### config.mk
export PLATFORM = sky130hd
export DESIGN_NAME = pmq_ptrs
export DESIGN_NICKNAME = d
export VERILOG_FILES = /design/src/rtl/pmq_pkg.sv /design/src/rtl/pmq_ptrs.sv
export SDC_FILE = /design/constraint.sdc
export NUM_CORES = 1
export LEC_CHECK = 0
export ABC_AREA = 0
export BUFFER_PORTS_ARGS = -buffer_cell sky130_fd_sc_hd__buf_2
export CAP_MARGIN = 20
export CORE_MARGIN = 2
export CORE_UTILIZATION = 50
export DETAILED_ROUTE_END_ITERATION = 10
export MAX_ROUTING_LAYER = met4
export PLACE_DENSITY = 0.81
export SLEW_MARGIN = 30
export SYNTH_ARGS = -nofsm -noshare
export SYNTH_HDL_FRONTEND = slang
export SYNTH_SLANG_ARGS = --single-unit
### constraint.sdc
create_clock -name clk -period 3 [get_ports clk]
set_input_delay 0.3 -clock clk [delete_from_list [all_inputs] [get_ports clk]]
set_output_delay 0.3 -clock clk [all_outputs]
set_load 0.01 [all_outputs]
### src/rtl/pmq_pkg.sv
// Shared constants, types and helper functions of the priority message queues.
package pmq_pkg;

  localparam int QUEUE_DEPTH = 16;
  localparam int PRIO_LEVELS = 4;
  localparam int DATA_WIDTH  = 64;

  localparam int STORE_SIZE = QUEUE_DEPTH * PRIO_LEVELS;
  localparam int IDX_W      = $clog2(QUEUE_DEPTH);
  localparam int LVL_W      = (PRIO_LEVELS > 1) ? $clog2(PRIO_LEVELS) : 1;
  localparam int ADDR_W     = (STORE_SIZE > 1) ? $clog2(STORE_SIZE) : 1;
  localparam int CNT_W      = $clog2(PRIO_LEVELS * (QUEUE_DEPTH - 1) + 1);

  localparam int ID_W      = 16;
  localparam int TIME_W    = 32;
  localparam int PRIO_W    = 3;
  localparam int XDATA_W   = 64;
  localparam int PEND_W    = 6;
  localparam int PEND_MAX  = 63;

  typedef enum logic [1:0] {
    STAT_OK       = 2'd0,
    STAT_BAD_PRIO = 2'd1,
    STAT_FULL     = 2'd2,
    STAT_NO_MSG   = 2'd3
  } status_t;

  typedef struct packed {
    logic [ID_W-1:0]       src;
    logic [ID_W-1:0]       dst;
    logic [DATA_WIDTH-1:0] data;
    logic [TIME_W-1:0]     stamp;
  } msg_t;

  typedef struct packed {
    logic             push;
    logic             pop;
    logic [LVL_W-1:0] level;
  } ptr_cmd_t;

  typedef struct packed {
    logic [IDX_W-1:0]  head;
    logic [IDX_W-1:0]  tail;
    logic              empty;
    logic              full;
    logic [CNT_W-1:0]  pending_after;
  } ptr_stat_t;

  function automatic logic [IDX_W-1:0] next_idx(input logic [IDX_W-1:0] i);
    if (i == IDX_W'(QUEUE_DEPTH - 1)) begin
      return '0;
    end
    return i + 1'b1;
  endfunction

  function automatic logic [ADDR_W-1:0] slot_addr(input logic [LVL_W-1:0] level,
                                                  input logic [IDX_W-1:0] idx);
    return ADDR_W'(32'(level) * QUEUE_DEPTH + 32'(idx));
  endfunction

  function automatic logic [PEND_W-1:0] sat_pending(input logic [CNT_W-1:0] c);
    if (32'(c) > PEND_MAX) begin
      return PEND_W'(PEND_MAX);
    end
    return PEND_W'(c);
  endfunction

endpackage

### src/rtl/pmq_ptrs.sv
// Ring pointers of every priority level and the running count of pending messages.
module pmq_ptrs (
  input  logic                clk,
  input  logic                rst_n,
  input  pmq_pkg::ptr_cmd_t   cmd,
  output pmq_pkg::ptr_stat_t  stat
);

  logic [pmq_pkg::IDX_W-1:0] head_r [pmq_pkg::PRIO_LEVELS];
  logic [pmq_pkg::IDX_W-1:0] tail_r [pmq_pkg::PRIO_LEVELS];
  logic [pmq_pkg::CNT_W-1:0] cnt_r;
  logic [pmq_pkg::CNT_W-1:0] cnt_nxt;

  always_comb begin
    stat.head  = head_r[cmd.level];
    stat.tail  = tail_r[cmd.level];
    stat.empty = (stat.head == stat.tail);
    stat.full  = (pmq_pkg::next_idx(stat.tail) == stat.head);
    if (cmd.push) begin
      cnt_nxt = cnt_r + 1'b1;
    end else if (cmd.pop) begin
      cnt_nxt = cnt_r - 1'b1;
    end else begin
      cnt_nxt = cnt_r;
    end
    stat.pending_after = cnt_nxt;
  end

  always_ff @(posedge clk) begin
    if (!rst_n) begin
      for (int i = 0; i < pmq_pkg::PRIO_LEVELS; i++) begin
        head_r[i] <= '0;
        tail_r[i] <= '0;
      end
      cnt_r <= '0;
    end else begin
      if (cmd.push) begin
        tail_r[cmd.level] <= pmq_pkg::next_idx(stat.tail);
      end
      if (cmd.pop) begin
        head_r[cmd.level] <= pmq_pkg::next_idx(stat.head);
      end
      cnt_r <= cnt_nxt;
    end
  end

endmodule

==> impl_metrics.prom <==
# TYPE chip_impl_metric gauge
chip_impl_metric{name="die-area",unit="µm²"} 4438
chip_impl_metric{name="clock_skew",unit="ns"} 0.005724
chip_impl_info{name="grt_setup_unrepaired",value="false"} 1
chip_impl_metric{name="vias_per_cell",unit=""} 5.464
chip_impl_info{name="global_route.peak_usage_layer",value="met2"} 1
chip_impl_metric{name="dieHeight",unit="µm"} 66.62
chip_impl_metric{name="portion_of_the_clock_cycle_consumed_by_the_worst_path_in_the_final_layout",unit="%"} 86.93
chip_impl_metric{name="drc_errors",unit=""} 0
chip_impl_metric{name="initial_antenna_violation_count",unit=""} 0
chip_impl_metric{name="worst_hold_path.num_cells",unit=""} 2
chip_impl_metric{name="start_util",unit="%"} 52.76
chip_impl_metric{name="number_of_nets_produced_by_synthesis",unit=""} 177
chip_impl_metric{name="clkSinkCount",unit=""} 38
chip_impl_metric{name="overall_overflow_remaining_after_global_route",unit=""} 0
chip_impl_metric{name="synth-async-reset-ratio",unit="%"} 0
chip_impl_info{name="timing.setup.critical_path_class",value="in -> out"} 1
chip_impl_metric{name="worstMarginPinSlew",unit="ns"} 0.3659
chip_impl_metric{name="regArea",unit="µm²"} 1081
chip_impl_metric{name="post_drt_wl_per_cell",unit="µm"} 14.84
chip_impl_metric{name="power.share.sequential",unit="%"} 53.1
chip_impl_metric{name="cts_clock_pin_slew_for_the_worst_setup_and_hold_paths",unit="ns"} 0.07
chip_impl_metric{name="ctsHtreeMaxLevel",unit=""} 2
chip_impl_metric{name="cts-root-to-sink-buffers",unit=""} 2
chip_impl_metric{name="ys_ff_latch",unit=""} 38
chip_impl_metric{name="ant_nets",unit=""} 0
chip_impl_info{name="synth.top_cells.by_count",value="32 x edfxtp_1, 29 x nor2_1, 18 x nand2_1"} 1
chip_impl_metric{name="multi_input_comb_area",unit="µm²"} 807.0
chip_impl_metric{name="power.static_leakage",unit="nW"} 0.8926
chip_impl_metric{name="diodes",unit=""} 0
chip_impl_metric{name="via_count_of_the_first_global_routing_pass",unit=""} 1306
chip_impl_info{name="timing.critical_path.to_type",value="output port"} 1
chip_impl_metric{name="yosys.cell_types.count",unit=""} 35
chip_impl_metric{name="timing.final.ws_setup",unit="ns"} 0.3920
chip_impl_info{name="synth.area.top_cells",value="edfxtp_1 49%, mux4_2 9.2%, dfxtp_1 6.1%"} 1
chip_impl_metric{name="routabilityCongestion",unit=""} 0.8535
chip_impl_metric{name="maxCapViolCount",unit=""} 0
chip_impl_metric{name="fmaxAchievable",unit="MHz"} 383.4
chip_impl_metric{name="std_cell_rows",unit=""} 22
chip_impl_metric{name="synth_top_area_share",unit="%"} 49.01
chip_impl_metric{name="grt_use_met2",unit="%"} 31.75
chip_impl_metric{name="setup_total_negative_slack",unit="ns"} 0
chip_impl_metric{name="synthesis.area_per_instance",unit="µm²"} 11.74
chip_impl_metric{name="total_cts_buffers",unit=""} 5
chip_impl_info{name="netlist.top_cell.by_area",value="edfxtp_1"} 1
chip_impl_metric{name="place_worst_setup_slack",unit="ns"} 0.3703
chip_impl_metric{name="comb_power_share",unit="%"} 20.2
chip_impl_metric{name="cellPowerDensity",unit="nW/µm²"} 543.8
chip_impl_metric{name="grtUsageTotal",unit="%"} 19.18
chip_impl_info{name="post-synth-top-count-cell",value="edfxtp_1"} 1
chip_impl_info{name="cts_tree",value="done"} 1
chip_impl_metric{name="num-fill-cells",unit=""} 309
chip_impl_metric{name="hold_viol_final",unit=""} 0
chip_impl_info{name="run_status",value="complete, no violations"} 1
chip_impl_metric{name="first_iter_violations",unit=""} 122
chip_impl_info{name="dominantRegCellSynth",value="edfxtp_1"} 1
chip_impl_info{name="clk_root_buffer_cell",value="clkbuf_8"} 1
chip_impl_metric{name="met3_usage",unit="%"} 5.405
chip_impl_info{name="worstSetupStartpointType",value="input pin"} 1
chip_impl_metric{name="place_hpwl",unit="µm"} 2689
chip_impl_metric{name="post_dp_cell_area",unit="µm²"} 2095
chip_impl_metric{name="portBuffers",unit=""} 21
chip_impl_metric{name="fp.dieW",unit="µm"} 66.62
chip_impl_metric{name="ctsResizeCount",unit=""} 0
chip_impl_metric{name="ys.warnings.count",unit=""} 0
chip_impl_metric{name="timing_max_transition_violations_final",unit=""} 0
chip_impl_metric{name="drive_above_1_share",unit="%"} 20.63
chip_impl_metric{name="net_switching",unit="mW"} 0.3193
chip_impl_metric{name="floorplan.core_area",unit="µm²"} 3716
chip_impl_metric{name="switching_share",unit="%"} 27.00
chip_impl_metric{name="detail_route.wirelength",unit="µm"} 3518
chip_impl_metric{name="ctsHoldBuffers",unit=""} 0
chip_impl_metric{name="critical_path_required_time",unit="ns"} 2.70
chip_impl_metric{name="net_count_reported_at_finish",unit=""} 198
chip_impl_metric{name="r2r.worst_path.cells",unit=""} 4
chip_impl_metric{name="power.internal",unit="mW"} 0.8632
chip_impl_metric{name="vdd_drop_max",unit="mV"} 0.3991
chip_impl_metric{name="largest_net_degree_at_the_start_of_global_routing",unit=""} 22
chip_impl_metric{name="grt_first_pass_wirelength",unit="µm"} 5989
chip_impl_metric{name="synth.cell_area",unit="µm²"} 1961
chip_impl_metric{name="area_delta_synth_final",unit="%"} 10.91
chip_impl_metric{name="grtUsageMet1",unit="%"} 22.49
chip_impl_metric{name="max_slew_margin",unit="%"} 75.61
chip_impl_metric{name="min_period",unit="ns"} 2.608
chip_impl_metric{name="clock_power_share",unit="%"} 26.7
chip_impl_metric{name="synth-seq-area-share",unit="%"} 55.14
chip_impl_metric{name="clock_latency",unit="ns"} 0.28
chip_impl_metric{name="post_synth_inst_count",unit=""} 167
chip_impl_metric{name="postCtsSetupBuffers",unit=""} 0
chip_impl_metric{name="total_iterations_of_the_first_detailed_routing_run",unit=""} 4
chip_impl_metric{name="critical_path_peak_fanout",unit=""} 14
chip_impl_metric{name="post_layout_utilization_of_the_core",unit="%"} 58.52
chip_impl_metric{name="final_cell_area",unit="µm²"} 2175
chip_impl_metric{name="totalPowerFinal",unit="mW"} 1.183
chip_impl_info{name="worstHoldPathType",value="in -> reg"} 1
chip_impl_metric{name="finalSetupViolations",unit=""} 0
chip_impl_metric{name="worst-endpoint-arrival",unit="ns"} 2.31
chip_impl_metric{name="synth_enable_flop_cells",unit=""} 32
chip_impl_metric{name="ioPinCount",unit=""} 22
chip_impl_metric{name="route.vias.total",unit=""} 1295
==> worst paths after layout <==
kind                     start      endpoint  slack [ns]
setup / recovery        cmd[0]       stat[6]        0.39
hold / removal           rst_n      cnt_r[2]        0.46
setup reg to reg  tail_r[0][2]  tail_r[2][3]        1.04
hold reg to reg       cnt_r[5]      cnt_r[5]        0.59
==> logic make-up after synthesis <==
kind of cell / after synthesis / share of synthesized area [%]
xor+xnor: 15 / 6.701
mux: 8 / 9.189
flops: 38 / 55.14
buf+inv: 17 / 3.701
simple gates: 75 / 18.25
fa+ha+maj: 4 / 2.553
compound gates: 10 / 4.467
==> stage by stage <==
stage / cells / hold slack, ns
4_1_cts: 237 / 0.4546
2_1_floorplan: 167 / 0.5554
3_5_place_dp: 229 / 0.5813
6_report: 237 / 0.4641
3_3_place_gp: 229 / 0.5694
5_1_grt: 237 / 0.4790
==> state kept, by name, summed over array words and instances, names as in the netlist <==
signal	count
cnt_r	6
tail_r	16
head_r	16
==> power groups by stage <==
stage | combinational (mW) | clock, mW | sequential (mW)
detailed placement | 0.238 | 0 | 0.640
finish | 0.239 | 0.316 | 0.628
CTS | 0.240 | 0.326 | 0.628
global route | 0.265 | 0.352 | 0.631
floorplan | 0.176 | 0 | 0.632
global placement | 0.229 | 0 | 0.637
==> per-layer routing <==
| layer | routed length (µm) | part of all wire [%] | vias up |
|---|---|---|---|
| li1 | - | - | 632 |
| met1 | 1517 | 43 | 615 |
| met2 | 1749 | 50 | 44 |
| met3 | 226 | 6.4 | 4 |
| met4 | 25 | 0.71 | 0 |
| met5 | 0 | 0 | - |
==> cell usage in the layout, fill, tap and decap left out, types with 6 or more instances in the layout <==
master	n
and2_1	6
buf_2	21
xnor2_1	7
nand2_1	18
nand3_1	7
inv_1	8
edfxtp_1	32
xor2_1	8
mux4_2	8
dfxtp_1	6
nor2_1	29
==> worst max-delay path: stages <==
cell and delay [ns]:
buf_2 0.29, mux4_2 0.63, ha_1 0.27, a31o_2 0.26, xnor2_1 0.14, nor4_2 0.25
buf_2 0.16
==> layout make-up <==
class | instances | area share (%)
repair buffers | 22 | 5.178
clock buffers | 5 | 3.165
well taps | 48 | 2.762
clock inverters | 3 | 0.5178
flip-flops and latches | 38 | 49.71
inverters | 9 | 1.554
multi-input cells | 112 | 37.11
No activity file was read; power rests on OpenSTA's default activity.
